### src/hdl/hc2b_pkg.sv
// ----------------------------------------------------------------------------
// hc2b_pkg
// Shared types, register indexes and mod-26 helpers for the 2x2 Hill block.
// ----------------------------------------------------------------------------
package hc2b_pkg;

    localparam int unsigned MODULUS     = 26;
    localparam int unsigned LETTER_BASE = 65;
    // floor(2^16 / 26): quotient estimate is exact or one short
    localparam int unsigned RECIP       = 2520;

    // configuration register indexes
    localparam logic [2:0] REG_KEY_R0C0  = 3'd0;
    localparam logic [2:0] REG_KEY_R0C1  = 3'd1;
    localparam logic [2:0] REG_KEY_R1C0  = 3'd2;
    localparam logic [2:0] REG_KEY_R1C1  = 3'd3;
    localparam logic [2:0] REG_DECRYPT   = 3'd4;

    localparam logic [4:0] KEY_R0C0_RST = 5'd9;
    localparam logic [4:0] KEY_R0C1_RST = 5'd4;
    localparam logic [4:0] KEY_R1C0_RST = 5'd5;
    localparam logic [4:0] KEY_R1C1_RST = 5'd7;

    typedef logic [4:0] res_t;   // residue 0..25
    typedef logic [6:0] char_t;  // ASCII letter

    // 2x2 matrix, row-major: [0]=r0c0 [1]=r0c1 [2]=r1c0 [3]=r1c1
    typedef res_t [3:0] mat_t;

    typedef struct packed {
        mat_t m;    // working key (key or inverse key)
        logic err;  // decrypting with a singular key
    } key_mat_t;

    typedef struct packed {
        logic ld_sum;     // load lane product stage
        logic ld_letter;  // load lane letter stage
    } lane_ctl_t;

    // v mod 26 by reciprocal multiply and one correction
    function automatic res_t mod26(input logic [10:0] v);
        logic [22:0] prod;
        logic [6:0]  q;
        logic [10:0] r;
        prod = 23'(v) * 23'(RECIP);
        q    = prod[22:16];
        r    = v - 11'(11'(q) * 11'(MODULUS));
        if (r >= 11'(MODULUS))
        begin
            r = r - 11'(MODULUS);
        end
        return res_t'(r[4:0]);
    endfunction

    // multiplicative inverse mod 26, 0 where none exists
    function automatic res_t inv_lookup(input res_t d);
        res_t inv;
        case (d)
            5'd1:    inv = 5'd1;
            5'd3:    inv = 5'd9;
            5'd5:    inv = 5'd21;
            5'd7:    inv = 5'd15;
            5'd9:    inv = 5'd3;
            5'd11:   inv = 5'd19;
            5'd15:   inv = 5'd7;
            5'd17:   inv = 5'd23;
            5'd19:   inv = 5'd11;
            5'd21:   inv = 5'd5;
            5'd23:   inv = 5'd17;
            5'd25:   inv = 5'd25;
            default: inv = 5'd0;
        endcase
        return inv;
    endfunction

endpackage

### src/hdl/hc2b_key_prep.sv
// ----------------------------------------------------------------------------
// hc2b_key_prep
// Key registers and two-stage derivation of the working key matrix.
// ----------------------------------------------------------------------------
module hc2b_key_prep
    import hc2b_pkg::*;
(
    input  logic       clk,
    input  logic       rst_n,
    input  logic       cfg_wr_en,
    input  logic [2:0] cfg_index,
    input  logic [4:0] cfg_wdata,
    output key_mat_t   key_mat
);

    logic [4:0] key00_reg;
    logic [4:0] key01_reg;
    logic [4:0] key10_reg;
    logic [4:0] key11_reg;
    logic       decrypt_reg;

    mat_t kr;
    res_t det;
    res_t inv;
    mat_t base_next;
    mat_t base_reg;
    res_t mult_next;
    res_t mult_reg;
    logic err_next;
    logic err1_reg;
    mat_t m_next;
    mat_t m_reg;
    logic err2_reg;

    function automatic res_t reduce(input logic [4:0] k);
        return (k >= 5'(MODULUS)) ? res_t'(k - 5'(MODULUS)) : k;
    endfunction

    function automatic res_t negate(input res_t k);
        return (k == 5'd0) ? 5'd0 : res_t'(5'(MODULUS) - k);
    endfunction

    always_ff @(posedge clk or negedge rst_n)
    begin
        if (!rst_n)
        begin
            key00_reg   <= KEY_R0C0_RST;
            key01_reg   <= KEY_R0C1_RST;
            key10_reg   <= KEY_R1C0_RST;
            key11_reg   <= KEY_R1C1_RST;
            decrypt_reg <= 1'b0;
        end
        else if (cfg_wr_en)
        begin
            case (cfg_index)
                REG_KEY_R0C0: key00_reg   <= cfg_wdata;
                REG_KEY_R0C1: key01_reg   <= cfg_wdata;
                REG_KEY_R1C0: key10_reg   <= cfg_wdata;
                REG_KEY_R1C1: key11_reg   <= cfg_wdata;
                REG_DECRYPT:  decrypt_reg <= cfg_wdata[0];
                default:      ;
            endcase
        end
    end

    // stage 1: determinant, its inverse, adjugate (the key as is when encrypting)
    always_comb
    begin
        kr[0] = reduce(key00_reg);
        kr[1] = reduce(key01_reg);
        kr[2] = reduce(key10_reg);
        kr[3] = reduce(key11_reg);
        det   = mod26(11'(kr[0] * kr[3]) + 11'(MODULUS * MODULUS)
                      - 11'(kr[1] * kr[2]));
        inv   = inv_lookup(det);
        if (decrypt_reg)
        begin
            base_next[0] = kr[3];
            base_next[1] = negate(kr[1]);
            base_next[2] = negate(kr[2]);
            base_next[3] = kr[0];
            mult_next    = inv;
            err_next     = (inv == 5'd0);
        end
        else
        begin
            base_next = kr;
            mult_next = 5'd1;
            err_next  = 1'b0;
        end
    end

    // stage 2: scale adjugate by inverse determinant (singular key gives zeros; scale 1 when encrypting)
    always_comb
    begin
        for (int i = 0; i < 4; i++)
        begin
            m_next[i] = mod26(11'(base_reg[i] * mult_reg));
        end
    end

    always_ff @(posedge clk or negedge rst_n)
    begin
        if (!rst_n)
        begin
            base_reg <= {KEY_R1C1_RST, KEY_R1C0_RST, KEY_R0C1_RST, KEY_R0C0_RST};
            mult_reg <= 5'd1;
            err1_reg <= 1'b0;
            m_reg    <= {KEY_R1C1_RST, KEY_R1C0_RST, KEY_R0C1_RST, KEY_R0C0_RST};
            err2_reg <= 1'b0;
        end
        else
        begin
            base_reg <= base_next;
            mult_reg <= mult_next;
            err1_reg <= err_next;
            m_reg    <= m_next;
            err2_reg <= err1_reg;
        end
    end

    assign key_mat.m   = m_reg;
    assign key_mat.err = err2_reg;

endmodule

### src/hdl/hc2b_lane.sv
// ----------------------------------------------------------------------------
// hc2b_lane
// One result element: dot product of a key row and a text column, mod 26.
// ----------------------------------------------------------------------------
module hc2b_lane
    import hc2b_pkg::*;
(
    input  logic      clk,
    input  lane_ctl_t ctl,
    input  res_t      key_0,
    input  res_t      key_1,
    input  res_t      txt_0,
    input  res_t      txt_1,
    output char_t     letter
);

    logic [10:0] sum_reg;
    logic [10:0] sum_next;
    char_t       letter_reg;
    char_t       letter_next;

    assign sum_next    = 11'(key_0 * txt_0) + 11'(key_1 * txt_1);
    assign letter_next = 7'(LETTER_BASE) + 7'(mod26(sum_reg));

    always_ff @(posedge clk)
    begin
        if (ctl.ld_sum)
        begin
            sum_reg <= sum_next;
        end
        if (ctl.ld_letter)
        begin
            letter_reg <= letter_next;
        end
    end

    assign letter = letter_reg;

endmodule

### src/hdl/hc2b_merge.sv
// ----------------------------------------------------------------------------
// hc2b_merge
// Gathers the four lane letters and the key flag into the output register.
// ----------------------------------------------------------------------------
module hc2b_merge
    import hc2b_pkg::*;
(
    input  logic        clk,
    input  logic        rst_n,
    input  logic        in_valid,
    output logic        in_ready,
    input  char_t [3:0] letters,
    input  logic        key_err,
    output logic        m_axis_tvalid,
    input  logic        m_axis_tready,
    output logic [31:0] m_axis_tdata,
    output logic [0:0]  m_axis_tuser
);

    logic        valid_reg;
    logic [27:0] data_reg;
    logic        err_reg;

    assign in_ready = !valid_reg || m_axis_tready;

    always_ff @(posedge clk or negedge rst_n)
    begin
        if (!rst_n)
        begin
            valid_reg <= 1'b0;
        end
        else if (in_ready)
        begin
            valid_reg <= in_valid;
        end
    end

    always_ff @(posedge clk)
    begin
        if (in_ready && in_valid)
        begin
            data_reg <= {letters[3], letters[2], letters[1], letters[0]};
            err_reg  <= key_err;
        end
    end

    assign m_axis_tvalid = valid_reg;
    assign m_axis_tdata  = {4'd0, data_reg};
    assign m_axis_tuser  = err_reg;

endmodule

### src/hdl/hill_cipher_2x2_block_unit.sv
// ----------------------------------------------------------------------------
// hill_cipher_2x2_block_unit
// 2x2 Hill cipher mod 26, one four-letter block per request.
// ----------------------------------------------------------------------------
// Usage:
//  - Input stream: one request carries a 2x2 block of ASCII letters.
//  - Output stream: the enciphered (or deciphered) block plus a key error
//    flag, set when decrypting with a key whose determinant has no inverse
//    mod 26; the letters are then all 'A'.
//  - Config port: write enable, index and data. Write the key and the mode
//    only while no request is in flight; the derived key is registered
//    in key preparation and is in place when a following request reaches
//    the lanes. Stages: raw letters, letter indices, lane sums, lane
//    letters, output. One request per cycle, receiver permitting, set by
//    four parallel lanes (one per result element) fed by a fixed working key.
//  - Stall: each stage loads whenever it is empty or its successor moves,
//    so bubbles are squeezed out and new requests are taken while a result
//    waits; with the pipe full and the receiver stalled, tready drops.
//  - Reset: pipe emptied, key back to its reset values, encrypt mode.
// ----------------------------------------------------------------------------
module hill_cipher_2x2_block_unit
    import hc2b_pkg::*;
(
    input  logic        clk,
    input  logic        rst_n,
    // config write port
    input  logic        cfg_wr_en,
    input  logic [2:0]  cfg_index,
    input  logic [4:0]  cfg_wdata,
    // input stream
    input  logic        s_axis_tvalid,
    output logic        s_axis_tready,
    input  logic [31:0] s_axis_tdata,   // letter_a, letter_b, letter_c, letter_d, pad
    // output stream
    output logic        m_axis_tvalid,
    input  logic        m_axis_tready,
    output logic [31:0] m_axis_tdata,   // out_letter_a .. out_letter_d, pad
    output logic [0:0]  m_axis_tuser    // key_error
);

    key_mat_t    key_mat;

    // stage 1: raw letters
    logic        v1_reg;
    char_t [3:0] raw_reg;
    // stage 2: letter indices
    logic        v2_reg;
    mat_t        txt_reg;
    mat_t        txt_next;
    // stages 3 and 4 live in the lanes
    logic        v3_reg;
    logic        v4_reg;

    logic        rdy1;
    logic        rdy2;
    logic        rdy3;
    logic        rdy4;
    logic        rdy5;
    lane_ctl_t   lane_ctl;
    char_t [3:0] lane_letter;

    hc2b_key_prep u_key_prep (
        .clk       (clk),
        .rst_n     (rst_n),
        .cfg_wr_en (cfg_wr_en),
        .cfg_index (cfg_index),
        .cfg_wdata (cfg_wdata),
        .key_mat   (key_mat)
    );

    // ready chain: a stage moves when it is empty or the next one moves
    assign rdy4          = !v4_reg || rdy5;
    assign rdy3          = !v3_reg || rdy4;
    assign rdy2          = !v2_reg || rdy3;
    assign rdy1          = !v1_reg || rdy2;
    assign s_axis_tready = rdy1;

    assign lane_ctl.ld_sum    = rdy3 && v2_reg;
    assign lane_ctl.ld_letter = rdy4 && v3_reg;

    always_ff @(posedge clk or negedge rst_n)
    begin
        if (!rst_n)
        begin
            v1_reg <= 1'b0;
            v2_reg <= 1'b0;
            v3_reg <= 1'b0;
            v4_reg <= 1'b0;
        end
        else
        begin
            if (rdy1)
            begin
                v1_reg <= s_axis_tvalid;
            end
            if (rdy2)
            begin
                v2_reg <= v1_reg;
            end
            if (rdy3)
            begin
                v3_reg <= v2_reg;
            end
            if (rdy4)
            begin
                v4_reg <= v3_reg;
            end
        end
    end

    // letter index: (code - 'A') mod 26, offset by 3*26 to stay positive
    always_comb
    begin
        for (int i = 0; i < 4; i++)
        begin
            txt_next[i] = mod26(11'(raw_reg[i]) + 11'(3 * MODULUS - LETTER_BASE));
        end
    end

    always_ff @(posedge clk)
    begin
        if (rdy1 && s_axis_tvalid)
        begin
            raw_reg[0] <= s_axis_tdata[6:0];
            raw_reg[1] <= s_axis_tdata[13:7];
            raw_reg[2] <= s_axis_tdata[20:14];
            raw_reg[3] <= s_axis_tdata[27:21];
        end
        if (rdy2 && v1_reg)
        begin
            txt_reg <= txt_next;
        end
    end

    // one lane per result element: row i of the key times column j of text
    for (genvar e = 0; e < 4; e++)
    begin : g_lane
        localparam int Row = e / 2;
        localparam int Col = e % 2;
        hc2b_lane u_lane (
            .clk    (clk),
            .ctl    (lane_ctl),
            .key_0  (key_mat.m[Row * 2]),
            .key_1  (key_mat.m[Row * 2 + 1]),
            .txt_0  (txt_reg[Col]),
            .txt_1  (txt_reg[2 + Col]),
            .letter (lane_letter[e])
        );
    end

    hc2b_merge u_merge (
        .clk           (clk),
        .rst_n         (rst_n),
        .in_valid      (v4_reg),
        .in_ready      (rdy5),
        .letters       (lane_letter),
        .key_err       (key_mat.err),
        .m_axis_tvalid (m_axis_tvalid),
        .m_axis_tready (m_axis_tready),
        .m_axis_tdata  (m_axis_tdata),
        .m_axis_tuser  (m_axis_tuser)
    );

endmodule

### config.mk
export PLATFORM = sky130hd
export DESIGN_NAME = hill_cipher_2x2_block_unit
export DESIGN_NICKNAME = d
export VERILOG_FILES = /design/src/hdl/hc2b_pkg.sv /design/src/hdl/hc2b_key_prep.sv /design/src/hdl/hc2b_lane.sv /design/src/hdl/hc2b_merge.sv /design/src/hdl/hill_cipher_2x2_block_unit.sv
export SDC_FILE = /design/constraint.sdc
export NUM_CORES = 2
export LEC_CHECK = 0
export ABC_AREA = 0
export BUFFER_PORTS_ARGS = -buffer_cell sky130_fd_sc_hd__buf_2
export CAP_MARGIN = 20
export CORE_MARGIN = 10
export CORE_UTILIZATION = 29
export DETAILED_ROUTE_END_ITERATION = 6
export SLEW_MARGIN = 10
export SYNTH_ARGS = -nofsm -noshare
export SYNTH_HDL_FRONTEND = slang
export SYNTH_SLANG_ARGS = --single-unit
### constraint.sdc
create_clock -name clk -period 16.7 [get_ports clk]
set_clock_uncertainty 0.15 [all_clocks]
set_input_delay 0 -clock clk [delete_from_list [all_inputs] [get_ports clk]]
set_output_delay 0 -clock clk [all_outputs]
set_load 0.01 [all_outputs]
==> results.toml <==
[finish]
drive_above_1_share = 0.04191
fillers = 17520
area_delta_synth_final_pct = 10.03
multi_input_area_mm2 = 0.03815
largest_reg_flops = 44
seq_area_mm2 = 0.006092
finish.net_count = 7078

[critical_path]
worstSetupStartpointType = "flop"
worst_ep_required_time_ns = 17.04
end_kind = "flop"
cp.arrival_ns = 14.92
critical_path_class = "flop to flop"
crit_buf_inv = 10
critPathMaxFanout = 7
cpMaxStageDelayCell = "o31ai_1"
critPathTopFamily = "adder cells"
slowest_delay_ns = 0.64

[sta]
rsz0062_at_grt = "false"
period_share = 0.8732
period_needed_ns = 14.58
final.setup.tns_ns = 0
fmax_mhz = 68.57
hold_viol_final = 0
tightest_slew_ns = 1.078
finalSetupViolCount = 0
slew_headroom = 0.2815
slew_viol_final = 0

[synth]
synthAdderAreaFrac = 0.5246
synth_area_leaders = "ha_1 (29%), fa_1 (24%), inv_1 (9.5%)"
synthMuxAreaShare = 0.006438
synthFlopType = "edfxtp_1"
synth_cell_types = 93
yosys_warnings = 0
synth-xor-area-share = 0.06084
syn_inst = 5181
synth_most_common_cell = "inv_1"
yosys.area.top_type_share = 0.2881
synth_common_cells = "inv_1 (1243), ha_1 (1132), fa_1 (581)"
synth_area_leader_cell = "ha_1"
ys_seq_area_frac = 0.1239
synth_top_family_by_area = "adder cells"
netlist_area_mm2 = 0.04917
synthSimpleGateAreaFrac = 0.08700
synthArstFlopShare = 0.3411
synth.avg_cell_area_um2 = 9.490
ys_seq_elements = 214
synth_compound_area_frac = 0.09616
synth_edf_count = 141

[detailed_routing]
dr.pass1.iters = 5
viasPerCell = 4.422
antenna_left = 0
drt_iter0_markers = 1091
drc_errors = 0
routed_wl_mm = 95.76
vias = 33450
wire_per_inst_um = 12.66

[clock_tree]
cts-root-buf = "clkbuf_16"
clock_path_buffers = 3
cts_tree = "built"
cts_made_buffers = 34
clock-sinks = 214
clk_latency_ns = 0.59
htreeDepth = 2
clk_pin_slew_ns = 0.06
cts_resized = 0

[global_route]
grt-ovfl-total = 0
grt_max_degree = 48
met3_usage = 0.01363
grtUsageMet2 = 0.1878
grt_pass1_wl_mm = 169.4
antenna_found_initial = 4
grt-busiest-layer = "met2"
met1_usage = 0.1381
grt_pass1_vias = 35650
grt_usage = 0.1064

[floorplanning]
coreArea_mm2 = 0.1689
rows = 151
die_w_um = 431.8
io_pins = 80
fp.dieH_um = 431.8
initial_core_util = 0.2911
dieArea_mm2 = 0.1864

[place]
dp_hpwl_mm = 80.86
io_buffers = 67
gp_congestion = 0.8288

[job]
maxCapViolCount = 0

[worst_hold_path]
worstHoldPathType = "input port to flop"

[outcome]
outcome = "finished, final reports clean"
[layout make-up]
cell class	instances	area share
diodes	1	0.00004625
clock buffers	38	0.01619
clock inverters	23	0.004464
inverters	1244	0.08631
multi-input cells	3663	0.7052
flip-flops and latches	214	0.1126
well taps	2218	0.05130
repair buffers	163	0.02391
[worst reg2reg max path: cells and delay by family (launching register included)]
kind | cells | cell delay (ns)
AO/OA/AOI/OAI | 12 | 3.21
XOR/XNOR | 6 | 1.74
adder cells (fa/ha/maj) | 16 | 6.97
buffers and inverters | 10 | 0.79
flip-flops | 1 | 0.42
AND/OR/NAND/NOR | 5 | 1.19
[final timing paths]
check                           slack (ns)                       to                  startpoint  cells after the start
worst min register to register        0.27     u_merge.data_reg[23]  g_lane[3].u_lane.letter[2]                      0
max in group asynchronous            15.27  u_key_prep.base_reg[18]                       rst_n                      4
worst max register to register        2.12   u_key_prep.mult_reg[4]     u_key_prep.key00_reg[1]                     49
worst min-delay path                  0.12  u_key_prep.key00_reg[0]                cfg_wdata[0]                      4
min in group asynchronous             0.50      u_key_prep.err2_reg                       rst_n                      4
worst max-delay path                  2.12   u_key_prep.mult_reg[4]     u_key_prep.key00_reg[1]                     49
[through the flow]
stage	cells	area [µm²]	util	hold slack, ns	setup slack (ns)
after floorplan	5187	49190	-	-0.4456	3.657
after global placement	7418	52110	0.3085	-0.1508	2.389
after detailed placement	7418	52110	0.3085	-0.1462	2.132
after CTS	7561	54060	0.3201	0.1036	2.107
after global routing	7564	54100	0.3203	0.1636	1.180
final	7564	54100	0.3203	0.1243	2.117
[placed cells by master (no fill, tap or decap), drive strengths merged, types with 39 or more instances in the layout]
cell	netlist	final
clkbuf	52	39
inv	1244	1249
o21ai	125	125
o21bai	50	50
xnor2	213	213
a21o	115	115
nand3	45	45
nor2b	43	43
buf	14	81
dlygate4sd3	0	81
and2	192	192
nor2	154	154
ha	1132	1132
fa	581	581
xor2	126	126
edfxtp	141	141
nand2	263	263
dfrtp	48	48
a21oi	229	229
[metal layers]
| metal | routed length, µm | up-vias |
|---|---|---|
| li1 | - | 17020 |
| met1 | 45040 | 16050 |
| met5 | 0 | - |
| met4 | 1998 | 0 |
| met2 | 46170 | 293 |
| met3 | 2549 | 90 |
[kinds of logic after synthesis]
family / count (synthesis)
multiplexers: 30
AO/OA/AOI/OAI: 721
other: 2
flip-flops: 214
XOR/XNOR: 340
buffers and inverters: 1310
AND/OR/NAND/NOR: 851
adder cells (fa/ha/maj): 1713
[timing repair]
item | 4_1_cts | 5_1_grt
hold buffers | 82 | 0
endpoints found under the hold margin | 110 | 0
setup buffers | 0 | 0
Power is not shown: default switching activity piles up to over one toggle a cycle in this logic, so the estimate is an artifact.
